[config.mk]
export PLATFORM = sky130hd
export DESIGN_NAME = cfe_ram
export DESIGN_NICKNAME = d
export VERILOG_FILES = /design/src/design/cfe_ram.sv
export SDC_FILE = /design/constraint.sdc
export NUM_CORES = 2
export LEC_CHECK = 0
export BUFFER_PORTS_ARGS = -buffer_cell sky130_fd_sc_hd__buf_2
export CORE_UTILIZATION = 55
export CTS_CLUSTER_DIAMETER = 40
export DETAILED_ROUTE_END_ITERATION = 7
export MAX_ROUTING_LAYER = met4
export PLACE_DENSITY = 0.77
export SETUP_SLACK_MARGIN = 0.15
export SYNTH_ARGS = -nofsm -noshare
export SYNTH_HDL_FRONTEND = slang
export SYNTH_SLANG_ARGS = --single-unit
[constraint.sdc]
create_clock -name i_clk -period 3 [get_ports i_clk]
set_input_delay 0.6 -clock i_clk [delete_from_list [all_inputs] [get_ports i_clk]]
set_output_delay 0.6 -clock i_clk [all_outputs]
set_load 0.01 [all_outputs]
[src/design/cfe_ram.sv]
// Generic simple dual-port RAM: one write port, one registered read port.
// No dependencies.
module cfe_ram #(
    parameter int WIDTH = 8,
    parameter int DEPTH = 512
) (
    input  logic                     i_clk,
    input  logic                     i_we,
    input  logic [$clog2(DEPTH)-1:0] i_waddr,
    input  logic [WIDTH-1:0]         i_wdata,
    input  logic [$clog2(DEPTH)-1:0] i_raddr,
    output logic [WIDTH-1:0]         o_rdata
);
    logic [WIDTH-1:0] r_mem [DEPTH];
    logic [WIDTH-1:0] r_rdata;

    always_ff @(posedge i_clk) begin
        if (i_we) begin
            r_mem[i_waddr] <= i_wdata;
        end
        r_rdata <= r_mem[i_raddr];
    end

    assign o_rdata = r_rdata;

endmodule

---- Word level (Yosys, flattened, before mapping) ----
Memories as Yosys holds them, arrays and structs flattened. A register that Yosys moved wholly into a read port is not among the register bits.
Index checks and enable logic that the tools add are counted.
word-level totals
  flip-flop bits (word level) ............. 0
  bits in writable memories ............... 4096
  word-level logic and storage cells ...... 3
  memories kept ........................... 1
operators by class
  muxes and demuxes ....................... 2
memory list
  name   depth  width  rd ports  clocked after Yosys merged registers in  wr ports  line  text
  r_mem  512    8      1         1                                        1         14    logic [WIDTH-1:0] r_mem [DEPTH];
operators with widths
  cell               count
  two-way mux 1 bit  2

---- Depth between registers and ports, before layout ----
  depth after elaboration ................. 2
  depth in mapped cells ................... 12
  depth with buffers taken out ............ 7

---- Worst setup path before layout ----
No wires, ideal clock.
  path kind ............................... input-to-reg
  start point ............................. in i_raddr[0]
  end point ............................... reg r_rdata[0], in the netlist o_rdata[0] (read register of r_mem)
  setup time .............................. 118 ps
  arrival time ............................ 2454 ps
  required time ........................... 2882 ps
  setup slack ............................. 428 ps
  stages on the path ...................... 10
  path buffers ............................ 4
  cell sequence ........................... buf_4 buf_12 buf_12 buf_2 mux4_2 o21ai_0 nand3_1 nand4_1 o21ai_0 o2111a_1
RTL lines
  element      line  text
  from (decl)  11    input logic [$clog2(DEPTH)-1:0] i_raddr,
  to (decl)    15    logic [WIDTH-1:0] r_rdata;

==> flow_metrics.tcl <==
set metrics [dict create \
    rows 197 \
    path_cells "buf_8 -> or2_4 -> buf_12 -> buf_4 -> o221ai_1 -> buf_4 -> o22ai_1 -> o21ai_0 -> buf_4 -> nand4_1 -> nor4_1 -> o2111a_1" \
    fin_total_pwr_mw 128 \
    grt_max_degree 153 \
    grt_pass1_wl_um 633000 \
    core_sq_um 289000 \
    ys.flop_type "edfxtp_1" \
    clk_pin_slew_ns 0.06 \
    period_share 0.995 \
    drc 5 \
    grt_overflow 0 \
    wl_per_cell_um 32.3 \
    min_period_ns 2.99 \
    track_usage 0.308 \
    worstMarginPinSlew_ns 1.12 \
    worstPathMaxFanout 18 \
    setup-violations-final 0 \
    violations "DRC" \
    crit_top_cell "buf_4" \
    cts_tree "done" \
    detail_route.first_pass.iterations 8 \
    syn-mean-instance-area_sq_um 19.9 \
    postCtsHoldBufs 0 \
    hp-class "in -> reg" \
    ys_types 51 \
    slew_headroom 0.256 \
    place_area_sq_um 175000 \
    drv_cap 0 \
    clkLatencyLatePin_ns 0.96 \
    ant_nets 0 \
    area_growth_pct 19.1 \
    vdd_ir_drop_max_uv 623 \
    synth_area_sq_um 160000 \
    fin_util 0.660 \
    timing.setup.tns_ns 0 \
    startpoint_type "input pin" \
    htreeDepth 5 \
    cellPowerDensity_nw_per_um2 670 \
    synth-seq-cells 4104 \
    routed_wl_um 441000 \
    outcome "complete, but fails checks" \
    fillers 17456 \
    synth.top_cell.area_share 0.769 \
    layout-drive-gt1-share 0.288 \
    finClkSkew_ns 0.0653 \
    cts_setup_buffers 0 \
    die_w_um 541 \
    drt_iter0_drc 14010 \
    placed_cells 12805 \
    syn_nets 8058 \
    antenna_found_initial 17 \
    synthTopCellsByArea "edfxtp_1 77%, mux4_2 9.2%, mux2i_1 5.0%" \
    final_cell_mix "4096 x edfxtp_1, 1204 x buf_4, 797 x mux2i_1, 654 x mux4_2, 597 x nor2_1" \
    design_area_sq_um 191000 \
    synth_warnings 0 \
    path_class "in -> reg" \
    place_congestion 0.977 \
    hpwl_um 272000 \
    end_kind "flip-flop" \
    final_common_cell "edfxtp_1" \
    nets 9415 \
    register_area_sq_um 123000 \
    via_per_inst 6.65 \
    io_buffers 35 \
    slowest_stage "nor4_1" \
    cts_buffer_depth 4 \
    critPathRequiredTime_ns 3.88 \
    yosysSeqAreaShare 0.770 \
    synth_edf_count 4096 \
    rsz0062_at_grt "false" \
    clkSinkCount 4104 \
    cts-root-buf "clkbuf_16" \
    yosys.area.top_type "edfxtp_1" \
    leakagePower_nw 63.7 \
    stdcell_count 13675 \
    syn-instance-count 8030 \
    finalMaxSlewViolations 0 \
    num_vias 90967 \
    initial_core_util 0.554 \
    ioPinCount 36 \
    multiInputGateArea_sq_um 34000 \
    cts_made_buffers 460 \
    die_y_um 541 \
    crit_arrival_ns 3.87 \
    die-area_sq_um 293000 \
    hold_viol 0 \
    async_flop_share 0 \
    fmax_ghz 0.335 \
    critical_path.max_stage_delay_ns 0.67 \
    grt_pass1_vias 91100 \
]
## final timing paths
check | cells after the start | slack (ns) | startpoint | to
setup / recovery | 12 | 0.01 | i_raddr[1] | o_rdata[4]
hold / removal | 1 | 0.09 | i_wdata[3] | r_mem[250][3]
setup reg to reg | 10 | 0.12 | r_mem[264][2] | o_rdata[2]
hold reg to reg | 6 | 1.28 | r_mem[454][3] | o_rdata[3]
## synth_stat cells (7+ instances only)
master,n
nand2_1,111
a22oi_1,61
o221ai_1,371
dfxtp_1,8
clkbuf_1,265
nor2_1,597
a21oi_1,194
edfxtp_1,4096
o41ai_1,7
buf_6,64
nand4_1,32
o2111a_1,8
nor3_1,109
a211oi_1,17
and2_1,20
o21ai_0,118
o31ai_1,13
buf_8,11
buf_1,41
mux4_2,654
nor3b_1,8
buf_2,57
buf_4,70
o22ai_1,163
nor4_1,36
mux2i_1,797
nand3_1,36
## flip-flops by register name, indices dropped and copies added, names as in the netlist
name / cells
o_rdata: 8
r_mem: 4096
## power breakdown
group / internal, mW / switching (mW)
sequential: 63.1 / 0.0803
combinational: 2.46 / 4.20
clock: 34.4 / 23.4
total: 100 / 27.7
## logic make-up (layout without fill, tap and decap cells)
group | Yosys count | count (layout) | share of synthesized area
other cells | 0 | 21 | 0
mux | 1451 | 1451 | 0.142
simple gates | 980 | 980 | 0.0263
buf+inv | 516 | 2260 | 0.0185
compound gates | 979 | 979 | 0.0431
flops | 4104 | 4104 | 0.770
## critical path: cells and delay by family
family                 cells  cell delay [ns]
buffers and inverters      5             0.94
and+or+nand+nor            3             1.14
AOI/OAI and AO/OA          4             1.14
## layer usage
metal	GRT usage	share of wire
met1	0.396	0.35
met2	0.472	0.48
met3	0.0660	0.12
met4	0.147	0.054
met5	-	0
## layout make-up
cell class	count	share of cell area
Sequential cell	4104	0.646
Multi-Input combinational cell	3410	0.178
Timing Repair Buffer	1408	0.0667
Clock buffer	528	0.0621
Tap cell	3880	0.0255
Clock inverter	321	0.0204
Antenna cell	21	0.000276
Inverter	3	0.0000985
## timing repair
action                     in CTS  in global routing
resized for setup               2                  1
cloned                          0                  0
setup endpoints to repair       1                  1
## stage by stage
stage               hold slack [ns]  setup slack (ns)
floorplan                     0.699             0.428
global placement               1.02             -1.22
detailed placement             1.03            -0.799
CTS                          0.0329             0.241
global route                 0.0646             0.152
finish                       0.0871            0.0135
(Power assumes the default switching activity.)
