## config.mk

```make
export PLATFORM = sky130hd
export DESIGN_NAME = cfe_back
export DESIGN_NICKNAME = d
export VERILOG_FILES = /design/src/design/cfe_pkg.sv /design/src/design/cfe_back.sv
export SDC_FILE = /design/constraint.sdc
export NUM_CORES = 1
export LEC_CHECK = 0
export ABC_AREA = 0
export BUFFER_PORTS_ARGS = -buffer_cell sky130_fd_sc_hd__buf_2
export CORE_MARGIN = 2
export CORE_UTILIZATION = 25
export CTS_CLUSTER_SIZE = 25
export DETAILED_ROUTE_END_ITERATION = 8
export PLACE_DENSITY = 0.51
export REMOVE_ABC_BUFFERS = 1
export SYNTH_ARGS = -nofsm -noshare
export SYNTH_HDL_FRONTEND = slang
export SYNTH_SLANG_ARGS = --single-unit
```

## constraint.sdc

```tcl
create_clock -name i_clk -period 5.9 [get_ports i_clk]
set_input_delay 0.59 -clock i_clk [delete_from_list [all_inputs] [get_ports i_clk]]
set_output_delay 0.59 -clock i_clk [all_outputs]
set_load 0.02 [all_outputs]
```

## src/design/cfe_pkg.sv

```systemverilog
// Shared types and constants for the COBS frame encoder.
// No dependencies; the front, queue, back and top files import this package.
package cfe_pkg;

    // Encoded bytes packed into one output request.
    localparam int BYTES_PER_RESULT = 8;
    localparam int LANE_W = (BYTES_PER_RESULT > 1) ? $clog2(BYTES_PER_RESULT) : 1;

    // Group buffer: two banks of 256 bytes (254 used), ping-pong between front and back.
    localparam int IDX_W      = 8;
    localparam int BANK_DEPTH = 1 << IDX_W;
    localparam int RAM_DEPTH  = 2 * BANK_DEPTH;
    localparam int RAM_AW     = $clog2(RAM_DEPTH);

    // Flush command queue.
    localparam int QUEUE_DEPTH = 2;
    localparam int QPTR_W      = $clog2(QUEUE_DEPTH);
    localparam int QCNT_W      = $clog2(QUEUE_DEPTH + 1);

    localparam logic [7:0] FULL_CODE  = 8'hff;
    localparam logic [7:0] FIRST_CODE = 8'h01;

    typedef struct packed {
        logic [7:0] data_byte;
        logic       frame_last;
    } t_in_item;

    typedef struct packed {
        logic [63:0] chunk;
        logic [3:0]  valid_bytes;
        logic        run_last;
        logic        frame_end;
    } t_out_item;

    // One group ready to be emitted.
    typedef struct packed {
        logic             bank;
        logic [IDX_W-1:0] len;        // buffered bytes, 0..254
        logic             trail;      // append a final code byte 0x01
        logic             frame_last;
    } t_flush_cmd;

    typedef struct packed {
        logic              en;
        logic [RAM_AW-1:0] addr;
        logic [7:0]        data;
    } t_ram_wr;

endpackage

```

## src/design/cfe_back.sv

```systemverilog
// Back end: walks the head flush command one byte per cycle unless stalled (code,
// group bytes, optional 0x01) and packs them into requests. Depends on cfe_pkg.
module cfe_back (
    input  logic                      i_clk,
    input  logic                      i_rst_n,
    input  logic                      i_head_valid,
    input  cfe_pkg::t_flush_cmd       i_head,
    output logic                      o_pop,
    output logic [cfe_pkg::RAM_AW-1:0] o_raddr,
    input  logic [7:0]                i_rdata,
    output logic                      o_out_valid,
    input  logic                      i_out_stall,
    output cfe_pkg::t_out_item        o_out
);
    import cfe_pkg::*;

    logic [8:0]        r_pos, n_pos;
    logic [LANE_W-1:0] r_lane;
    logic [63:0]       r_asm;
    logic              r_ovalid;
    t_out_item         r_out;

    logic [8:0]  last_pos;
    logic        is_last, out_free, advance, complete;
    logic [7:0]  byte_val;
    logic [63:0] asm_ins;
    logic [7:0]  n_idx;

    assign last_pos = {1'b0, i_head.len} + {8'd0, i_head.trail};
    assign is_last  = (r_pos == last_pos);
    assign out_free = !r_ovalid || !i_out_stall;
    assign advance  = i_head_valid && out_free;
    assign complete = is_last || (r_lane == LANE_W'(BYTES_PER_RESULT - 1));
    assign o_pop    = advance && is_last;

    always_comb begin
        if (r_pos == 9'd0) begin
            byte_val = i_head.len + 8'd1;
        end else if (r_pos <= {1'b0, i_head.len}) begin
            byte_val = i_rdata;
        end else begin
            byte_val = FIRST_CODE;
        end
        asm_ins = r_asm;
        asm_ins[{r_lane, 3'b000} +: 8] = byte_val;

        n_pos = r_pos;
        if (advance) begin
            n_pos = is_last ? 9'd0 : r_pos + 9'd1;
        end
    end

    // Registered read: present the index the next cycle's byte will need.
    assign n_idx   = 8'(n_pos - 9'd1);
    assign o_raddr = {i_head.bank, n_idx};

    always_ff @(posedge i_clk) begin
        if (!i_rst_n) begin
            r_pos    <= '0;
            r_lane   <= '0;
            r_asm    <= '0;
            r_ovalid <= 1'b0;
        end else begin
            r_pos <= n_pos;
            if (out_free) begin
                r_ovalid <= 1'b0;
            end
            if (advance) begin
                if (complete) begin
                    r_ovalid          <= 1'b1;
                    r_out.chunk       <= asm_ins;
                    r_out.valid_bytes <= 4'(r_lane) + 4'd1;
                    r_out.run_last    <= is_last;
                    r_out.frame_end   <= is_last && i_head.frame_last;
                    r_asm             <= '0;
                    r_lane            <= '0;
                end else begin
                    r_asm  <= asm_ins;
                    r_lane <= r_lane + LANE_W'(1);
                end
            end
        end
    end

    assign o_out_valid = r_ovalid;
    assign o_out       = r_out;

    a_end_is_run_last: assert property (@(posedge i_clk) disable iff (!i_rst_n)
        o_out_valid && o_out.frame_end |-> o_out.run_last)
        else $error("frame end without run end");

    a_count_range: assert property (@(posedge i_clk) disable iff (!i_rst_n)
        o_out_valid |-> (o_out.valid_bytes != 4'd0 &&
                         o_out.valid_bytes <= 4'(BYTES_PER_RESULT)))
        else $error("valid byte count out of range");

    a_pos_bound: assert property (@(posedge i_clk) disable iff (!i_rst_n)
        i_head_valid |-> r_pos <= last_pos)
        else $error("byte position past end of group");

endmodule

```

; ---- Word level (Yosys, flattened, before mapping)
; Cells that the tools add are included.
; W data, S select, Z words.
[word_totals]
register_bits = 147
latch_bits = 0
ram_bits = 0
rom_bits = 0
in_bits = 23
output_inout_bits = 81
n_memories = 0
[op_classes]
add_sub_neg = 7
mul = 0
n_div = 0
magnitude_cmp = 1
eq_ne = 2
n_shift = 2
mux = 10
bitwise_logic = 0
n_reduce_logical = 9
[op_table]
columns = cell, count
row1 = $bwmux W64, 1
row2 = $mux W64, 1
row3 = $shift A8 B8 Y64 const A, 1
row4 = $shiftx A8 B8 Y64, 1
row5 = $mux W9, 2
row6 = $mux W8, 2
row7 = $add A8 B1 Y9, 1
row8 = $add A9 B1 Y9 const B, 1
row9 = $eq A9 B9 Y1, 1
row10 = $le A9 B8 Y1, 1
row11 = $logic_not A9 Y1, 1
row12 = $add A8 B1 Y8 const B, 1
row13 = $neg A6 Y8, 1
row14 = $sub A8 B1 Y8 const B, 1
row15 = $add A3 B1 Y4 const B, 1
row16 = $add A3 B1 Y3 const B, 1
row17 = $eq A3 B3 Y1 const B, 1
row18 = $logic_and A1 B1 Y1, 3
row19 = $mux W1, 3
row20 = $mux W3, 1
row21 = $reduce_and A3 Y1, 1
row22 = $logic_not A1 Y1, 2
row23 = $logic_or A1 B1 Y1, 2

; ---- Longest topological paths before layout
; Gate-level depths: netlist of the first run.
[depth]
word_depth = 6
mapped_depth = 17

; ---- Least setup slack after synthesis of the first run
; Ideal clock, no wire load.
[synth_timing]
path_kind = input to register
startpoint = in i_head[1] in the netlist's numbering
endpoint = reg r_out, in the netlist o_out[0], enable pin
setup_ps = 506
arrival_ps = 5438
required_time_ps = 5394
slack_ps = -43
cell_stages = 10
n_path_buf = 2
path_cell_list = ha_1 -> ha_1 -> inv_1 -> nor4_1 -> o2111ai_1 -> a21o_1 -> o31ai_4 -> buf_6 -> buf_2 -> nor2b_1
[synth_via]
elab_chain_len = 4
[synth_rtl]
columns = item, line
row1 = start: declaration, cfe_back.sv:7  ; input cfe_pkg::t_flush_cmd i_head,
row2 = $add A8 B1 Y9, cfe_back.sv:29  ; assign last_pos = {1'b0, i_head.len} + {8'd0, i_head.trail};
row3 = $eq A9 B9 Y1, cfe_back.sv:30  ; assign is_last = (r_pos == last_pos);
row4 = $logic_or A1 B1 Y1, cfe_back.sv:33  ; assign complete = is_last || (r_lane == LANE_W'(BYTES_PER_RESULT - 1));
row5 = $reduce_and A3 Y1 (no line), -
row6 = end: declaration, cfe_back.sv:21  ; t_out_item r_out;
; No other way between the ends.
; A chain may end at the register's enable or synchronous reset.

; ---- Final worst setup path of the first run
[layout_timing]
startpoint = reg r_pos[2]
endpoint = out o_raddr[6] in the netlist's numbering
[layout_via]
elab_chain_len = 4
word_cells_on_any_way = 5
cone_classes = 2 x add/sub / 1 x eq/ne / 2 x mux
[layout_rtl]
columns = item, line
row1 = start: declaration, cfe_back.sv:17  ; logic [8:0] r_pos, n_pos;
row2 = start signal: assignment, cfe_back.sv:64  ; r_pos <= n_pos;
row3 = $add A9 B1 Y9 / $eq A9 B9 Y1 (equally long branches), "cfe_back.sv:49, cfe_back.sv:30"
row4 = $mux W9, cfe_back.sv:49  ; n_pos = is_last ? 9'd0 : r_pos + 9'd1;
row5 = $mux W9 (*), cfe_back.sv:48  ; if (advance) begin
row6 = $sub A8 B1 Y8 (*), cfe_back.sv:54  ; assign n_idx = 8'(n_pos - 9'd1);
row7 = end: declaration, cfe_back.sv:9  ; output logic [cfe_pkg::RAM_AW-1:0] o_raddr,
; Every way passes the cells marked *; elsewhere a longest branch is shown, timed or not.

==> results of run 1 <==
critical path, cell delays in order, from the launching register on:
cell      delay (ns)
dfxtp_1         0.65
clkinv_1        0.43
o21ai_0         0.18
o22ai_1         0.10
a21o_1          0.24
or3_4           0.43
inv_8           0.16
nor3_1          0.08
nor2_1          0.16
ha_1            0.32
nand3_1         0.11
o32ai_1         0.24
a22oi_1         0.10
o21a_1          0.13
buf_2           0.15
state kept, by name (all words and copies together), names as in the netlist:
register / flops
r_pos: 9
o_out: 70
r_asm: 64
o_out_valid: 1
r_lane: 3
cells in the final DEF, fill, tap and decap left out, types with 12 or more instances in the layout:
master and n:
nand3_1 30, edfxtp_1 70, nand2_1 99, dfxtp_1 77, and2_1 18, a32o_1 26
xnor2_1 16, nor2_1 22, nor3_1 12, o21ai_0 62, clkbuf_16 17, inv_1 37
buf_2 101, a22o_1 17, ha_1 21
metal layers:
metal	track usage	vias to the layer above
li1	-	2790
met1	0.171	2710
met2	0.215	121
met3	0.0346	12
met4	0.0340	0
met5	0	-
power by group through the flow:
| stage | Clock, mW | Sequential [mW] | Combinational (mW) |
|---|---|---|---|
| global placement | 0 | 1.10 | 0.262 |
| detailed placement | 0 | 1.10 | 0.262 |
| CTS | 1.12 | 1.08 | 0.262 |
| finish | 1.10 | 1.08 | 0.259 |
| global route | 1.16 | 1.08 | 0.287 |
| floorplan | 0 | 1.10 | 0.166 |
final cells by class:
class / instances / share of cell area
Sequential cell: 147 / 0.419
Clock inverter: 15 / 0.0196
Multi-Input combinational cell: 473 / 0.374
Timing Repair Buffer: 108 / 0.0642
Inverter: 39 / 0.0177
Tap cell: 384 / 0.0553
Antenna cell: 2 / 0.000576
Clock buffer: 17 / 0.0489
worst min path at each step:
stage | to | startpoint | cells past startpoint
after floorplan | r_asm[56]$_SDFFE_PN0P_ | r_asm[56]$_SDFFE_PN0P_ | 1
after global placement | r_asm[62]$_SDFFE_PN0P_ | r_asm[62]$_SDFFE_PN0P_ | 1
after detailed placement | r_asm[62]$_SDFFE_PN0P_ | r_asm[62]$_SDFFE_PN0P_ | 1
after CTS | o_out[0]$_DFFE_PP_ | i_head[0] | 2
after global routing | o_out[0]$_DFFE_PP_ | i_head[0] | 2
final | o_out_valid$_SDFF_PN0_ | i_head_valid | 3
cell usage after synthesis (3+ instances only):
master     count  share of area
mux2_2         9          0.014
nand2_1       99          0.051
and4_1         3         0.0036
nor3_2         4         0.0055
inv_1         37          0.019
clkbuf_1      30          0.016
dfxtp_1       77           0.21
nor3_1        12         0.0083
o21a_1         4         0.0042
or3_1          4         0.0035
o32ai_1        9          0.011
o21ai_0       62          0.043
a21o_1         3         0.0031
o221ai_1       6         0.0073
nand4_1        4         0.0035
nor2_1        22          0.011
o2bb2ai_1      8         0.0097
a31oi_1        7         0.0061
o211ai_1       5         0.0052
xor2_1         6         0.0073
a31o_2         7         0.0085
ha_1          21          0.036
o21ai_1        3         0.0021
a32o_1        26          0.036
and3_1         8         0.0069
and2_1        18          0.016
o41ai_4        5          0.019
buf_2          3         0.0021
nor4_2         4         0.0069
a22o_1        17          0.021
edfxtp_1      70           0.29
buf_1          5         0.0026
xnor2_1       16          0.019
a21oi_1       10         0.0069
mux2i_1        3         0.0042
nand3b_1       4         0.0042
nand3_1       30          0.021
metrics by stage:
stage	area (sq um)	std cells	power (mW)	TNS, ns
4_1_cts	8690	1183	2.47	0
6_report	8690	1185	2.44	0
3_5_place_dp	8090	1151	1.36	0
5_1_grt	8690	1183	2.53	0
2_1_floorplan	7040	659	1.27	-15.54
3_3_place_gp	8090	1151	1.36	0
logic make-up after synthesis:
group | after synthesis
buffers and inverters | 81
DFF | 147
adders and majority gates | 21
muxes | 12
and+or+nand+nor | 223
xor gates and xnor gates | 22
AOI/OAI and AO/OA | 195
==> run_results.csv, run 1 <==
group,metric,value,unit
cts,ctsHoldBuffers,0,
setup_path,path_max_fanout,17,
cts,cts_resized,0,
timing,max_slew_margin,0.411,
setup_path,startpoint,"r_pos[2]$_SDFF_PN0_",
logic_synthesis,synthAdderAreaFrac,0.0364,
logic_synthesis,yosysUniqueCellTypes,65,
power_and_ir_drop,p_sw,0.647,mW
cells_and_area,seq_area,3640,sq um
cells_and_area,final_nets,830,
place,gp_congestion,0.828,
floorplan,die_y,174,microns
timing,finalCritPeriodShare,0.766,
setup_path,critPathCapture,"o_raddr[6]",
status,status,"complete, no violations",
floorplan,design.die.area,30300,sq um
cts,insertion_delay,0.43,ns
logic_synthesis,async_flop_share,0,
timing,hold_viol,0,
power_and_ir_drop,p_int,1.79,mW
logic_synthesis,yosys_warnings,0,
global_route,grt_pass1_vias,5552,
cts,clock_path_buffers,2,
drt,drt_iter0_drc,394,
cells_and_area,drive_gt1_frac,0.220,
setup_path,worstRegToRegCells,8,
cells_and_area,postLayoutCoreUtil,0.304,
drt,drtAntennaViolNets,0,
timing,holdWs,0.438,ns
logic_synthesis,syn-cell-area,7220,sq um
job,drv_cap,0,
setup_path,path_class,"flip-flop to primary output",
power_and_ir_drop,pwr-share-seq,0.443,
power_and_ir_drop,ir_drop,0.000201,V
power_and_ir_drop,p_leak,3.08,nW
timing,final-setup-viol-count,0,
logic_synthesis,synth_top_family_by_area,"compound AO/OA/AOI/OAI gates",
floorplan,io_pins,104,
floorplan,core_area,28500,sq um
drt,wirelength,19600,microns
place,hpwl,13700,microns
global_route,antenna_found_initial,2,
cts,cts_tree,"done",
logic_synthesis,synth_edf_count,70,
setup_path,timing.rr.end,"o_out[56]$_DFFE_PP_",
power_and_ir_drop,pwr-share-clk,0.451,
floorplan,initial_core_util,0.253,
place,dp_slack,1.48,ns
setup_path,required,5.31,ns
drt,met2RoutedLength,9460,microns
setup_path,reg2reg_slack,2.13,ns
power_and_ir_drop,p_sw_frac,0.265,
global_route,grt_pass1_wl,30900,microns
floorplan,num_rows,62,
setup_path,critical_path_arrival,3.93,ns
drt,avgRoutedWirePerCell,16.6,microns
drt,top_layer_used,"met4",
power_and_ir_drop,p_comb_frac,0.106,
cts,cts.sinks,147,
global_route,grt_use_total,0.131,
timing,rsz0062_at_grt,"false",
timing,fin_crit,4.52,ns
global_route,grt_overflow,0,
timing,tightest_slew,0.876,ns
floorplan,chipWidth,174,microns
logic_synthesis,synth_compound_area_frac,0.214,
drt,drt-met1-wl,8830,microns
logic_synthesis,synthXorXnorAreaFrac,0.0267,
power_and_ir_drop,power_density,280,nW/um^2
cells_and_area,multi_input_comb_area,3250,sq um
logic_synthesis,synth_area_per_cell,10.3,sq um
cts,cts.clk_slew.worst_paths,0.06,ns
place,io_buffers,101,
logic_synthesis,synth.area.mux_share,0.0182,
logic_synthesis,synth_flop_cell,"dfxtp_1",
cells_and_area,area_growth,20.3,%
setup_path,r2r-start,"r_pos[2]$_SDFF_PN0_",
timing,skew,0.0143,ns
cts,cts_buffers,17,
timing,drv_slew,0,
logic_synthesis,ys_seq_area_frac,0.504,
global_route,grt_max_degree,41,
cts,cts_setup_buffers,0,
logic_synthesis,synthCells,701,
timing,fin_ws,1.38,ns
cells_and_area,fill_cells,3067,
drt,viasPerCell,4.75,
drt,drc,0,
min_path,hold_path.class,"input pin to flip-flop",
logic_synthesis,synthSimpleGateAreaFrac,0.153,
cts,htree_levels,4,
drt,drt_first_pass_iters,4,
cts,root_buffer,"clkbuf_16",
drt,dr_total_vias,5633,
timing,max_freq,221,MHz
setup_path,critPathLaunchType,"flip-flop",
drt,wl_met3,1150,microns
logic_synthesis,yosys_register_bits,147,
setup_path,end_kind,"primary output",
Note: power is estimated with default switching activity, not from simulation.
==> run 2: changes to the inputs <==
--- a/config.mk
+++ b/config.mk
@@ -11,7 +11,7 @@
 export CORE_UTILIZATION = 25
 export CTS_CLUSTER_SIZE = 25
 export DETAILED_ROUTE_END_ITERATION = 8
-export PLACE_DENSITY = 0.51
+export PLACE_DENSITY = 0.49
 export REMOVE_ABC_BUFFERS = 1
 export SYNTH_ARGS = -nofsm -noshare
 export SYNTH_HDL_FRONTEND = slang
==> constraint.sdc (replaced) <==
create_clock -name i_clk -period 4.2 [get_ports i_clk]
set_input_delay 0.42 -clock i_clk [delete_from_list [all_inputs] [get_ports i_clk]]
set_output_delay 0.42 -clock i_clk [all_outputs]
set_load 0.02 [all_outputs]
==> run 2 against run 1 <==
Final area is 0.16% higher; clock-buffer cell count is 2 higher; power increased by 36%; register-to-register slack worse by 1.0 ns; clock skew is 0.010 ns higher; non-clock buffer count rose by 7; global-route usage increased by 0.70 points; core utilization about the same; final cell count rose by 0.51%; sequential share of layout area shrank 0.066 points; combinational power grew 44%.
==> run_results.csv, run 2 (same netlist as run 1, synthesis figures left out) <==
group,metric,value,unit
status,status,"complete, no violations",
cts,cts_resized,0,
floorplan,num_rows,62,
cts,cts_buffers,17,
timing,skew,0.0245,ns
cells_and_area,fill_cells,3053,
timing,finalCritPeriodShare,0.927,
timing,holdWs,0.285,ns
timing,final-setup-viol-count,0,
setup_path,end_kind,"primary output",
power_and_ir_drop,p_comb_frac,0.112,
cells_and_area,final_cell_mix,"buf_2 (101), nand2_1 (99), dfxtp_1 (77)",
global_route,antenna_found_initial,3,
timing,fin_crit,3.89,ns
cells_and_area,final_common_cell,"buf_2",
power_and_ir_drop,pwr-share-clk,0.432,
cells_and_area,final_nets,837,
power_and_ir_drop,power_density,382,nW/um^2
job,drv_cap,0,
cts,cts.clk_slew.worst_paths,0.06,ns
min_path,hold_path.class,"input pin to flip-flop",
place,gp_congestion,0.853,
cells_and_area,seq_area,3640,sq um
timing,fin_setup_tns,0,ns
timing,max_slew_margin,0.345,
timing,rsz0062_at_grt,"false",
cts,cts.sinks,147,
cts,ctsHoldBuffers,0,
cells_and_area,top_regs,"o_out: 70 flops, r_asm: 64 flops, r_pos: 9 flops",
power_and_ir_drop,pwr-share-seq,0.456,
place,hpwl,13900,microns
drt,wirelength,20400,microns
global_route,grt_max_degree,64,
place,dp_slack,0.268,ns
power_and_ir_drop,ir_drop,0.000289,V
setup_path,critPathLaunchType,"input pin",
drt,drt_first_pass_iters,5,
setup_path,required,3.78,ns
setup_path,path_class,"input pin to primary output",
drt,drtAntennaViolNets,0,
floorplan,chipWidth,174,microns
floorplan,io_pins,104,
place,io_buffers,101,
floorplan,die_y,174,microns
global_route,grt_pass1_vias,5673,
global_route,grt_pass1_wl,32300,microns
cells_and_area,area_growth,20.5,%
drt,drc,0,
timing,fin_ws,0.308,ns
floorplan,core_area,28500,sq um
floorplan,initial_core_util,0.253,
cells_and_area,top_register,"o_out",
cts,htree_levels,4,
power_and_ir_drop,p_sw_frac,0.266,
setup_path,critical_path_arrival,3.47,ns
global_route,grt_overflow,0,
timing,drv_slew,0,
cells_and_area,largest_reg_flops,70,
cts,insertion_delay,0.43,ns
cells_and_area,drive_gt1_frac,0.224,
cells_and_area,postLayoutCoreUtil,0.305,
timing,hold_viol,0,
cts,cts_setup_buffers,0,
drt,dr_total_vias,5709,
cells_and_area,multi_input_comb_area,3250,sq um
floorplan,design.die.area,30300,sq um
power_and_ir_drop,p_leak,3.09,nW
timing,tightest_slew,0.975,ns
setup_path,path_max_fanout,8,
global_route,grt_use_total,0.138,
cts,root_buffer,"clkbuf_16",
power_and_ir_drop,p_int,2.44,mW
drt,viasPerCell,4.79,
power_and_ir_drop,p_sw,0.885,mW
timing,max_freq,257,MHz
drt,drt_iter0_drc,450,
cts,clock_path_buffers,2,
cts,cts_tree,"done",
drt,avgRoutedWirePerCell,17.1,microns
-- run 2: cell count changes in the layout (fill, tap and decap cells not counted), sizes merged --
| cell | change |
|---|---|
| buf | +7 |
| clkbuf | +2 |
| clkinvlp | +1 |
| clkinv | +3 |
| inv | -6 |
| bufinv | -1 |
-- run 2: path summary, 6_finish.rpt --
check                              start                      to  slack [ns]  cells after the start
hold / removal                 i_head[0]      o_out[0]$_DFFE_PP_        0.28                      2
hold reg to reg   r_asm[29]$_SDFFE_PN0P_  r_asm[29]$_SDFFE_PN0P_        0.46                      2
setup reg to reg  r_lane[0]$_SDFFE_PN0P_  r_asm[17]$_SDFFE_PN0P_        1.10                      7
setup / recovery               i_head[2]              o_raddr[6]        0.31                     16
-- run 2: power by group through the flow --
stage	combinational, mW	clock, mW	sequential (mW)
after global routing	0.417	1.53	1.52
final	0.373	1.44	1.52
after CTS	0.378	1.47	1.52
after detailed placement	0.377	0	1.55
after floorplan	0.233	0	1.55
after global placement	0.376	0	1.55
-- run 2: layer usage --
metal | up-vias | part of all wire | track usage
met2 | 121 | 0.48 | 0.224
met4 | 2 | 0.015 | 0.0459
li1 | 2810 | - | -
met1 | 2754 | 0.46 | 0.179
met5 | - | 0.00054 | 0
met3 | 22 | 0.044 | 0.0359
-- run 2: layout make-up --
class / count / share of cell area
clock inverters: 12 / 0.0129
well taps: 384 / 0.0552
diodes: 2 / 0.000575
inverters: 39 / 0.0177
repair buffers: 115 / 0.0716
flip-flops and latches: 147 / 0.419
multi-input cells: 473 / 0.374
clock buffers: 19 / 0.0497
-- run 2: metrics by stage --
stage,total power [mW],instance area (sq um),instances
after detailed placement,1.92,8150,1158
final,3.32,8700,1191
after floorplan,1.78,7040,659
after global placement,1.92,8150,1158
after global routing,3.47,8700,1190
after CTS,3.37,8700,1189
-- run 2: worst max-delay path, stage by stage --
cell       delay [ns]
buf_2            0.17
ha_1             0.21
ha_1             0.22
inv_1            0.09
nor4_1           0.28
o2111ai_1        0.13
a21o_1           0.23
or3_4            0.43
and3_1           0.20
nor2_1           0.10
ha_2             0.26
nand3_1          0.10
o32ai_1          0.24
a22oi_1          0.10
o21a_1           0.14
buf_2            0.15
