### src/design/cfe_pkg.sv
// Shared types and constants for the COBS frame encoder.
// No dependencies; the front, queue, back and top files import this package.
package cfe_pkg;

    // Encoded bytes packed into one output request.
    localparam int BYTES_PER_RESULT = 8;
    localparam int LANE_W = (BYTES_PER_RESULT > 1) ? $clog2(BYTES_PER_RESULT) : 1;

    // Group buffer: two banks of 256 bytes (254 used), ping-pong between front and back.
    localparam int IDX_W      = 8;
    localparam int BANK_DEPTH = 1 << IDX_W;
    localparam int RAM_DEPTH  = 2 * BANK_DEPTH;
    localparam int RAM_AW     = $clog2(RAM_DEPTH);

    // Flush command queue.
    localparam int QUEUE_DEPTH = 2;
    localparam int QPTR_W      = $clog2(QUEUE_DEPTH);
    localparam int QCNT_W      = $clog2(QUEUE_DEPTH + 1);

    localparam logic [7:0] FULL_CODE  = 8'hff;
    localparam logic [7:0] FIRST_CODE = 8'h01;

    typedef struct packed {
        logic [7:0] data_byte;
        logic       frame_last;
    } t_in_item;

    typedef struct packed {
        logic [63:0] chunk;
        logic [3:0]  valid_bytes;
        logic        run_last;
        logic        frame_end;
    } t_out_item;

    // One group ready to be emitted.
    typedef struct packed {
        logic             bank;
        logic [IDX_W-1:0] len;        // buffered bytes, 0..254
        logic             trail;      // append a final code byte 0x01
        logic             frame_last;
    } t_flush_cmd;

    typedef struct packed {
        logic              en;
        logic [RAM_AW-1:0] addr;
        logic [7:0]        data;
    } t_ram_wr;

endpackage

### src/design/cfe_front.sv
// Front end: accepts raw bytes, runs the code counter, writes the group buffer
// and pushes a flush command per finished group. Depends on cfe_pkg.
module cfe_front (
    input  logic                i_clk,
    input  logic                i_rst_n,
    input  logic                i_in_valid,
    input  cfe_pkg::t_in_item   i_in,
    output logic                o_in_stall,
    input  logic                i_q_full,
    output cfe_pkg::t_ram_wr    o_wr,
    output logic                o_push,
    output cfe_pkg::t_flush_cmd o_cmd
);
    import cfe_pkg::*;

    logic [7:0] r_code, n_code;
    logic       r_bank, n_bank;
    logic       accept, nonzero, flush;
    logic [7:0] code_up;

    // A full queue means both banks are owned by the back end.
    assign o_in_stall = i_q_full;
    assign accept     = i_in_valid && !i_q_full;
    assign nonzero    = (i_in.data_byte != 8'h00);
    assign code_up    = nonzero ? r_code + 8'd1 : r_code;
    assign flush      = !nonzero || (code_up == FULL_CODE) || i_in.frame_last;

    always_comb begin
        o_wr.en   = accept && nonzero;
        o_wr.addr = {r_bank, r_code - 8'd1};
        o_wr.data = i_in.data_byte;

        o_push           = accept && flush;
        o_cmd.bank       = r_bank;
        o_cmd.len        = code_up - 8'd1;
        o_cmd.trail      = !nonzero && i_in.frame_last;
        o_cmd.frame_last = i_in.frame_last;

        n_code = r_code;
        n_bank = r_bank;
        if (o_push) begin
            n_code = FIRST_CODE;
            n_bank = ~r_bank;
        end else if (accept) begin
            n_code = code_up;
        end
    end

    always_ff @(posedge i_clk) begin
        if (!i_rst_n) begin
            r_code <= FIRST_CODE;
            r_bank <= 1'b0;
        end else begin
            r_code <= n_code;
            r_bank <= n_bank;
        end
    end

    // Code rests between 1 and 254; reaching 0xff always flushes.
    a_code_range: assert property (@(posedge i_clk) disable iff (!i_rst_n)
        r_code != 8'h00 && r_code != FULL_CODE)
        else $error("group code out of range");

    a_push_on_full: assert property (@(posedge i_clk) disable iff (!i_rst_n)
        accept && nonzero && r_code == (FULL_CODE - 8'd1) |-> o_push)
        else $error("full group not flushed");

endmodule

### config.mk
export PLATFORM = sky130hd
export DESIGN_NAME = cfe_front
export DESIGN_NICKNAME = d
export VERILOG_FILES = /design/src/design/cfe_pkg.sv /design/src/design/cfe_front.sv
export SDC_FILE = /design/constraint.sdc
export NUM_CORES = 1
export LEC_CHECK = 0
export BUFFER_PORTS_ARGS = -buffer_cell sky130_fd_sc_hd__buf_2
export CORE_MARGIN = 3
export CORE_UTILIZATION = 45
export CTS_BUF_LIST = sky130_fd_sc_hd__clkbuf_4 sky130_fd_sc_hd__clkbuf_8 sky130_fd_sc_hd__clkbuf_16
export DETAILED_ROUTE_END_ITERATION = 10
export GPL_ROUTABILITY_DRIVEN = 0
export PLACE_DENSITY = 0.83
export RECOVER_POWER = 50
export SETUP_SLACK_MARGIN = 0.05
export SKIP_LAST_GASP = 1
export SLEW_MARGIN = 15
export SYNTH_ARGS = -nofsm -noshare
export SYNTH_HDL_FRONTEND = slang
export SYNTH_SLANG_ARGS = --single-unit
export TNS_END_PERCENT = 20
### constraint.sdc
create_clock -name i_clk -period 5.05 [get_ports i_clk]
set_clock_uncertainty 0.15 [all_clocks]
set_input_delay 0.505 -clock i_clk [delete_from_list [all_inputs] [get_ports i_clk]]
set_output_delay 0.505 -clock i_clk [all_outputs]
set_load 0.01 [all_outputs]
---- After elaboration in Yosys (flattened, before gate mapping) ----
Cells that the tools add are included.
operators by class
  add/sub/neg operators ................... 3
  eq/ne operators ......................... 1
  mux-type cells .......................... 1
  bitwise gates (word level) .............. 2
  reduce and logical (&&, ||, !) cells .... 10
operator list
  operator             count
  $sub 8x1->8 const B  2
  $add 8x1->8 const B  1
  $eq 8x8->1 const B   1
  $mux 8               1
  $reduce_bool 8->1    1
  $logic_and 1x1->1    4
  $logic_not 1->1      2
  $logic_or 1x1->1     2
  $not 1->1            2
  $reduce_or 2->1      1
storage, ports and cells
  flip-flop bits (word level) ............. 9
  input port bits ......................... 13

---- Longest topological paths before layout ----
Gate-level depths: netlist (run 1).
  word-level depth ........................ 7
  gate-level depth with buffers ........... 10
  depth with buffers taken out ............ 10

---- Least setup slack after synthesis (run 1) ----
No wires, ideal clock.
  path type ............................... input-to-output
  from .................................... in i_in[6] (netlist name)
  to ...................................... out o_push
  data arrival time ....................... 2642 ps
  data required time ...................... 4395 ps
  slack ................................... 1753 ps
  stages .................................. 9
  path through ............................ or4_4 nor2_2 nor2_1 or2_2 inv_1 ha_1 inv_1 o41a_1 nor2_1
between the ends
  word-level cells in the longest chain between the ends .. 6
ends and longest elaborated chain
  item                            line             RTL
  start, declared                 cfe_front.sv:7   input cfe_pkg::t_in_item i_in,
  $reduce_bool 8->1               cfe_front.sv:24  assign nonzero = (i_in.data_byte != 8'h00);
  $mux 8                          cfe_front.sv:25  assign code_up = nonzero ? r_code + 8'd1 : r_code;
  via code_up[0]                  cfe_front.sv:19  logic [7:0] code_up;
  $eq 8x8->1                      cfe_front.sv:26  assign flush = !nonzero || (code_up == FULL_CODE) || i_in.frame_last;
  $logic_or 1x1->1 (2 in series)  cfe_front.sv:26
  $logic_and 1x1->1               cfe_front.sv:33  o_push = accept && flush;
  end, declared                   cfe_front.sv:11  output logic o_push,
The timed path passes the listed nets, and every way through them passes these cells.

---- Worst setup path in the final report (run 1) ----
Ends and elaborated chain as after synthesis.

==> results of run 1 <==
==> through the flow <==
| stage | utilization [%] | power (mW) | cells | worst slack, ns | area (sq um) |
|---|---|---|---|---|---|
| after global routing | 55.0 | 0.233 | 209 | 1.11 | 1280 |
| after floorplan | - | 0.131 | 156 | 1.75 | 1150 |
| final | 55.0 | 0.217 | 209 | 1.21 | 1280 |
| after global placement | 54.9 | 0.154 | 205 | 1.52 | 1270 |
| after detailed placement | 54.9 | 0.155 | 205 | 1.45 | 1270 |
| after CTS | 56.2 | 0.222 | 209 | 1.43 | 1300 |
==> worst min-delay path, cell delays in order <==
cell     delay [ns]
buf_2          0.12
nand2_1        0.05
nor2_1         0.04
==> cells by family (layout without fill, tap and decap cells) <==
kind of cell	count (synthesis)	in the layout	share of synthesized area, %
adders and majority gates	4	4	4.34
AOI/OAI and AO/OA	27	27	19.5
and+or+nand+nor	66	66	31.1
muxes	2	2	1.85
xor gates and xnor gates	18	18	13.7
DFF	9	9	15.6
buffers and inverters	30	55	13.9
==> flip-flops by register name, summed over array words and instances (netlist names) <==
name	count
r_bank	1
r_code	8
==> cell usage in the layout (no fill, tap or decap), types with 2 or more instances in the layout <==
| cell type | synthesis | layout |
|---|---|---|
| a211o_1 | 2 | 2 |
| nor4_1 | 4 | 4 |
| and3_1 | 3 | 3 |
| nor3_1 | 6 | 6 |
| nor2_1 | 13 | 14 |
| xor2_1 | 10 | 10 |
| nor4b_1 | 2 | 2 |
| a21boi_1 | 2 | 2 |
| o21ai_0 | 5 | 5 |
| nand4b_1 | 2 | 2 |
| buf_2 | 2 | 24 |
| nand3_1 | 5 | 5 |
| nand4_1 | 3 | 3 |
| xnor2_1 | 8 | 8 |
| clkbuf_4 | 0 | 4 |
| or4_1 | 2 | 2 |
| nand3b_1 | 2 | 2 |
| or4_4 | 2 | 2 |
| and2_1 | 3 | 3 |
| clkbuf_1 | 6 | 19 |
| a21oi_1 | 5 | 5 |
| ha_1 | 4 | 4 |
| o31ai_1 | 4 | 4 |
| dfxtp_1 | 9 | 9 |
| inv_1 | 8 | 8 |
| nand2_1 | 14 | 14 |
==> metal layers <==
layer / up-vias / wire [um] / track usage [%]
met3: 7 / 207 / 1.84
met5: - / 0 / 0
li1: 585 / - / -
met2: 55 / 1440 / 30.5
met1: 559 / 1370 / 25.9
met4: 0 / 66 / 9.49
==> final timing paths <==
check / end / depth (start not counted) / slack (ns)
min reg2reg: r_bank / 2 / 0.38
max reg2reg: r_code[2] / 7 / 2.10
max: o_push / 11 / 1.21
min: r_code[1] / 3 / 0.33
==> area by class of cell <==
class,instances,area [sq um]
flip-flops and latches,9,180
inverters,8,30.0
clock buffers,4,30.0
multi-input cells,117,810
repair buffers,43,191
well taps,28,35.0
fillers,233,1040
==> power by group through the flow <==
stage / sequential (mW) / clock [mW] / combinational [mW]
5_1_grt: 0.0778 / 0.0726 / 0.0826
2_1_floorplan: 0.0752 / 0 / 0.0557
3_5_place_dp: 0.0786 / 0 / 0.0769
3_3_place_gp: 0.0785 / 0 / 0.0755
4_1_cts: 0.0769 / 0.0674 / 0.0774
6_report: 0.0771 / 0.0648 / 0.0755
==> impl_results.md, run 1 <==
- RSZ-0062 raised after global routing: no
- Vias in the first global route: 1079
- Share of layout cells above drive strength 1: 20.4%
- Port bufs: 43
- CP Launch Point: i_in[6]
- Max-cap violations: 0
- Top delay family on crit path: simple AND/OR/NAND/NOR gates
- Tmin final: 3.84 ns
- Via/cell ratio: 5.77
- Synth warn: 0
- Seq/Total Area, Yosys: 15.6%
- Static Leak: 0.530 nW
- Core ar.: 0.00232 sq mm
- Post-synth EDFFs: 0
- Pint: 0.139 mW
- Die width: 56.6 um
- Die Height: 56.6 um
- Max Root-Sink Buffers: 2
- Fin nets: 199
- Largest net degree at the start of global routing: 18
- N_diodes: 0
- Largest cells by area after synthesis: dfxtp_1 (16%), buf_4 (7.8%), xor2_1 (7.6%)
- Crit-path slowest cell: or4_4
- Final ANT Viol Nets: 0
- Final setup viols: 0
- Fin. max-slew vios: 0
- Vias: 1206
- Clk network pwr share: 29.8%
- DRT Pass-1 Iters: 4
- CP Max Fanout: 9
- Antenna violations before repair: 0
- CTS root buffer: clkbuf_4
- Hold WC Path Type: in2reg
- Final Hold Fails: 0
- Max Fclk: 260 MHz
- Yosys top cell area share: 15.6%
- Area leader, netlist: dfxtp_1
- Post-CTS Hold Buffers: 0
- Min-delay src: i_rst_n
- Critical Path Start Type: input port
- Cell count after synthesis: 156
- P_sw: 0.0789 mW
- Synthesized flop and latch total: 9
- Post-synth top cells: nand2_1 (14), nor2_1 (13), buf_4 (12), xor2_1 (10), dfxtp_1 (9)
- Average routed wire per standard cell: 14.7 um
- Clock sink count: 9
- Crit. End Element: output pin
- TritonCTS clock tree: built
- Clock latency on the worst-skew pair: 0.27 ns
- Hold slack: 0.333 ns
- Cell area after synthesis: 0.00115 sq mm
- Register share of total power: 35.5%
- Mean Syn Cell Area: 7.39 sq um
- First-pass GRT wire length: 4910 um
- Net Count, Synth: 173
- Post-CTS Setup Repair Bufs: 0
- Detailed Route Iter0 Violations: 46
- Most common cell on crit path: nor2_1
- Worst endpoint data arrival time: 3.19 ns
- Maximum VDD drop: 145 uV
- Crit path buf inv count: 4
- Max incr delay on CP: 0.55 ns
- Crit path kind: in2out
- Worst-path clk slew: 0.07 ns
- DR DRC count: 0
- DIE AREA: 0.00320 sq mm
- Drt total wl: 3080 um
- Tcrit/Tclk final: 76.1%
- Comb pwr share: 34.7%
- Tightest Pin Transition: 0.650 ns
- # IOs: 44
- Total grt overflow: 0
- GRT Resource Usage Total: 19.3%
- Total clock buffers created by CTS: 3
- Slew HR: 56.3%
- PostCTS Resize Cnt: 0
- Num rows: 17
- Ys flop type: dfxtp_1
- Critical Path, Cell by Cell: buf_2, or4_4, nor2_1, nor2_1, or2_2, inv_1, ha_1, inv_1, o41a_1, nor2_1, buf_2
- Setup TNS: 0 ns
- Cell with the most instances after synthesis: nand2_1
- HPWL Detailed: 2310 um
- Deepest level of the CTS H-tree: 1
- Fraction of registers with async set/reset: 0%
- Power per cell area: 170 mW/mm^2
- R2R Path Start: r_code[0]
- Initial core utilization: 49.7%
- Status: finished clean
- Switching share of power: 36.3%
- Area delta synth->final: 10.7%
- Worst EP required: 4.39 ns
- Synth cell types: 43
Power figures use the tool's default switching activity.
==> run 2: changes to the inputs <==
clock period = 3.6 ns   (was 5.05 ns; I/O delays follow)
==> run 2 against run 1 <==
Effect of this change: final cell count is 1.4% higher; flip-flop and latch count stayed put; global-route usage increased by 0.61 points; total power rose by 43%; final area increased by 1.4%; combinational power rose by 42%; largest power group unchanged.
==> impl_results.md, run 2 (synthesized netlist as in run 1, its figures left out) <==
- Post-CTS Setup Repair Bufs: 0 (unchanged)
- FF-to-FF End: r_code[3]
- Total grt overflow: 0 (unchanged)
- Max Root-Sink Buffers: 2 (unchanged)
- Fin. max-slew vios: 0 (unchanged)
- Pre-CTS setup slack: 0.481 ns (-0.965 ns)
- Total clock buffers created by CTS: 3 (unchanged)
- Num rows: 17 (unchanged)
- Power per cell area: 240 mW/mm^2 (+41%)
- DRT Pass-1 Iters: 4 (unchanged)
- Fin nets: 202 (+1.5%)
- Share of layout cells above drive strength 1: 21.7% (+1.3 points)
- Average routed wire per standard cell: 14.9 um (+1.4%)
- Die Height: 56.6 um (unchanged)
- Register with the most flip-flops: r_code
- # IOs: 44 (unchanged)
- Max Fclk: 304 MHz
- Core Util, Final: 55.8% (+0.76 points)
- Setup crit end: o_push
- Detailed Route Iter0 Violations: 41 (-11%)
- R2R Path Start: r_code[0]
- Crit. End Element: output pin
- Hold slack: 0.190 ns (-0.143 ns)
- Clock sink count: 9 (unchanged)
- Largest net degree at the start of global routing: 18 (unchanged)
- Deepest level of the CTS H-tree: 1 (unchanged)
- TritonCTS clock tree: built
- Die width: 56.6 um (unchanged)
- GRT Resource Usage Total: 19.9% (+0.61 points)
- Worst reg-to-reg path cell count: 7 (unchanged)
- Maximum VDD drop: 186 uV (+28%)
- DR DRC count: 0 (unchanged)
- Worst EP required: 3.09 ns (-1.30 ns)
- CTS root buffer: clkbuf_4
- PostCTS Resize Cnt: 0 (unchanged)
- Tmin final: 3.29 ns
- Max-cap violations: 0 (unchanged)
- Critical Path Start Type: flip-flop
- GRT met1 Usage: 25.8% (-0.14 points)
- Fin worst setup slack: 0.310 ns (-0.898 ns)
- Worst-path clk slew: 0.07 ns (about the same)
- Max reg flops: 8 (unchanged)
- Vias: 1242 (+3.0%)
- Initial core utilization: 49.7% (unchanged)
- Most frequent cells in the layout: buf_2 (26), clkbuf_1 (19), nor2_1 (14), nand2_1 (14), xor2_1 (10)
- DIE AREA: 0.00320 sq mm (unchanged)
- Setup TNS: 0 ns (unchanged)
- Worst endpoint data arrival time: 2.78 ns (-0.41 ns)
- CP Max Fanout: 15 (+6)
- Final ANT Viol Nets: 0 (unchanged)
- Slew HR: 59.4% (+3.1 points)
- Final setup viols: 0 (unchanged)
- Hold WC Path Type: in2reg
- First-pass GRT wire length: 5110 um (+3.9%)
- HPWL Detailed: 2410 um (+4.4%)
- FF-to-FF setup slack: 0.58 ns (-1.52 ns)
- Status: finished clean
- Clock latency on the worst-skew pair: 0.28 ns (about the same)
- CP Launch Point: r_code[0]
- Post-CTS Hold Buffers: 0 (unchanged)
- N_diodes: 0 (unchanged)
- Tcrit/Tclk final: 91.4%
- Met2 Track Usage GR: 31.0% (+0.50 points)
- GR peak layer: met2
- Drt total wl: 3170 um (+2.8%)
- Antenna violations before repair: 0 (unchanged)
- Static Leak: 0.546 nW (+3.0%)
- Vias in the first global route: 1097 (+1.7%)
- Area delta synth->final: 12.3%
- Largest regs: r_code (8), r_bank (1)
- Min-delay src: i_rst_n
- RSZ-0062 raised after global routing: no
- Core ar.: 0.00232 sq mm (unchanged)
- Hold depth: 3 (unchanged)
- Via/cell ratio: 5.86 (+1.5%)
- Crit path kind: reg2out
- Commonest non-fill, non-tap cell in the layout: buf_2
- M3 GR Usage: 3.22% (+1.4 points)
- Tightest Pin Transition: 0.608 ns (-0.0419 ns)
- Final Hold Fails: 0 (unchanged)
- Port bufs: 43 (unchanged)
## run 2: cell count changes in the layout (fill, tap and decap cells not counted), sizes merged
cell / previous run / this run
buf: 24 / 27
## run 2: report_power, final
group	total, mW	switching, mW	internal, mW
sequential	0.108	0.00687	0.102
clock	0.0945	0.0440	0.0506
combinational	0.107	0.0642	0.0430
## run 2: how the worst min path moves through the flow
stage,endpoint
4_1_cts,r_code[1]
3_3_place_gp,r_bank
3_5_place_dp,r_bank
6_report,r_code[1]
2_1_floorplan,r_bank
5_1_grt,r_code[1]
## run 2: critical path: stages (launching register included)
cell and delay, ns:
dfxtp_1 0.66, ha_1 0.48, nand2_1 0.11, o31ai_1 0.29, a32oi_2 0.19, o41a_1 0.48
nor2_1 0.14, buf_2 0.15
## run 2: stage by stage
stage                     power [mW]  instances  cell area [sq um]
after floorplan                0.184        156               1150
after global placement         0.216        208               1290
after detailed placement       0.220        208               1290
after CTS                      0.315        212               1330
after global routing           0.326        212               1290
final                          0.310        212               1290
## run 2: layout make-up
type,instances,area (sq um)
tap,28,35.0
clock buffer,4,30.0
multi-input combinational,117,810
inverter,8,30.0
sequential,9,180
timing repair buffer,46,209
fill,243,1020
## run 2: routing by layer
layer | part of all wire, % | wire length, um
met3 | 9.7 | 306
met5 | 0 | 0
met2 | 47 | 1480
met4 | 2.1 | 66
met1 | 42 | 1320
==> run 3: changes to the inputs <==
TNS_END_PERCENT = 100   (was 20)
clock period = 3.68 ns   (was 3.6 ns; I/O delays follow)
==> run 3 against run 2 <==
Effect of this change: count of clock-buffer cells in the layout is the same; combinational power is essentially flat; hold slack gained 0.021 ns; critical endpoint unchanged; register-to-register slack gained 0.22 ns; first-iteration DRC count grew 34%; global-route usage shrank 0.24 points; critical path depth is the same; non-clock buffer count is the same; total power shrank 4.4%.
==> impl_results.md, run 3 (synthesized netlist as in run 1, its figures left out) <==
- Max reg flops: 8 (unchanged)
- Post-CTS Setup Repair Bufs: 0 (unchanged)
- Status: finished clean
- Worst EP required: 3.16 ns (+0.07 ns)
- N_diodes: 0 (unchanged)
- Critical Path, Cell by Cell: ha_1, nand2_1, o31ai_1, a32oi_2, o41a_1, nor2_1, buf_2
- Tmin final: 3.19 ns
- Register with the most flip-flops: r_code
- HPWL Detailed: 2320 um (-3.6%)
- Max incr delay on CP: 0.63 ns (-0.03 ns)
- Share of layout cells above drive strength 1: 21.7% (unchanged)
- Average routed wire per standard cell: 14.2 um (-4.8%)
- CP Max Fanout: 15 (unchanged)
- Largest net degree at the start of global routing: 18 (unchanged)
- Die Height: 56.6 um (unchanged)
- Total grt overflow: 0 (unchanged)
- Power per cell area: 229 mW/mm^2 (-4.4%)
- Initial core utilization: 49.7% (unchanged)
- Crit path kind: reg2out
- Maximum VDD drop: 167 uV (-10%)
- First-pass GRT wire length: 5100 um (-0.14%)
- Vias: 1229 (-1.0%)
- Largest regs: r_code (8), r_bank (1)
- TritonCTS clock tree: built
- Tcrit/Tclk final: 86.8%
- RSZ-0062 raised after global routing: no
- Worst endpoint data arrival time: 2.68 ns (-0.10 ns)
- Deepest level of the CTS H-tree: 1 (unchanged)
- Worst-path clk slew: 0.07 ns (about the same)
- # IOs: 44 (unchanged)
- CTS root buffer: clkbuf_4
- Max-cap violations: 0 (unchanged)
- PostCTS Resize Cnt: 0 (unchanged)
- Clock latency on the worst-skew pair: 0.26 ns (-0.02 ns)
- Core ar.: 0.00232 sq mm (unchanged)
- Final ANT Viol Nets: 0 (unchanged)
- Placed cells: 208 (unchanged)
- Most frequent cells in the layout: buf_2 (26), clkbuf_1 (19), nor2_1 (14), nand2_1 (14), xor2_1 (10)
- Commonest non-fill, non-tap cell in the layout: buf_2
- Num rows: 17 (unchanged)
- Area delta synth->final: 12.3% (unchanged)
- Crit-path slowest cell: dfxtp_1
- Detailed Route Iter0 Violations: 55 (+34%)
- Fin. max-slew vios: 0 (unchanged)
- DR DRC count: 0 (unchanged)
- DIE AREA: 0.00320 sq mm (unchanged)
- Vias in the first global route: 1131 (+3.1%)
- Post-CTS Hold Buffers: 0 (unchanged)
- Static Leak: 0.546 nW (unchanged)
- Via/cell ratio: 5.80 (-1.0%)
- Final Hold Fails: 0 (unchanged)
- Setup TNS: 0 ns (unchanged)
- Fin nets: 202 (unchanged)
- Clock sink count: 9 (unchanged)
- Crit. End Element: output pin
- Finished Layout Cells: 212 (unchanged)
- DRT Pass-1 Iters: 4 (unchanged)
- Port bufs: 43 (unchanged)
- Max Fclk: 313 MHz
- Total clock buffers created by CTS: 3 (unchanged)
- Drt total wl: 3020 um (-4.8%)
- Die width: 56.6 um (unchanged)
- Critical Path Start Type: flip-flop
- Slew HR: 59.2% (-0.23 points)
- Final setup viols: 0 (unchanged)
- Max Root-Sink Buffers: 2 (unchanged)
- GRT Resource Usage Total: 19.7% (-0.24 points)
- Tightest Pin Transition: 0.611 ns (+0.00346 ns)
- Hold WC Path Type: in2reg
- Antenna violations before repair: 0 (unchanged)
run 3: cell counts in the layout (fill, tap and decap cells not counted):
No cell type changed its count.
run 3: final timing paths:
kind         startpoint         to  slack [ns]  cells after the start
max reg2reg   r_code[0]  r_code[2]        0.80                      7
min reg2reg      r_bank     r_bank        0.35                      2
max           r_code[0]     o_push        0.49                      7
min             i_rst_n  r_code[1]        0.21                      3
run 3: layer usage:
metal | share of wire, % | track usage (%) | routed length (um)
met1 | 42 | 25.2 | 1280
met2 | 47 | 32.5 | 1400
met3 | 9.2 | 3.68 | 277
met4 | 2.0 | 7.12 | 60
met5 | 0 | 0 | 0
run 3: stage by stage:
step	power, mW	hold WS, ns	setup WS [ns]	instance area [sq um]	util (%)
floorplan	0.180	0.320	0.657	1150	-
global placement	0.212	0.326	0.627	1290	55.9
detailed placement	0.215	0.347	0.569	1290	55.9
CTS	0.302	0.204	0.512	1330	57.2
global route	0.316	0.204	0.293	1290	55.8
finish	0.297	0.211	0.485	1290	55.8
run 3: final cells by class:
type | count | area (sq um)
Clock buffer | 4 | 30.0
Fill cell | 240 | 1020
Inverter | 8 | 30.0
Multi-Input combinational cell | 117 | 810
Sequential cell | 9 | 180
Tap cell | 28 | 35.0
Timing Repair Buffer | 46 | 209
run 3: where the power goes:
part	switching (mW)	internal [mW]
Combinational	0.0621	0.0421
Clock	0.0371	0.0492
Sequential	0.00652	0.0995
Total	0.106	0.191
run 3: critical path: cells and delay by family (launching register included):
family,cells,cell delay [ns]
DFF,1,0.63
and+or+nand+nor,2,0.24
buffers and inverters,1,0.15
AOI/OAI and AO/OA,3,0.94
adders and majority gates,1,0.46
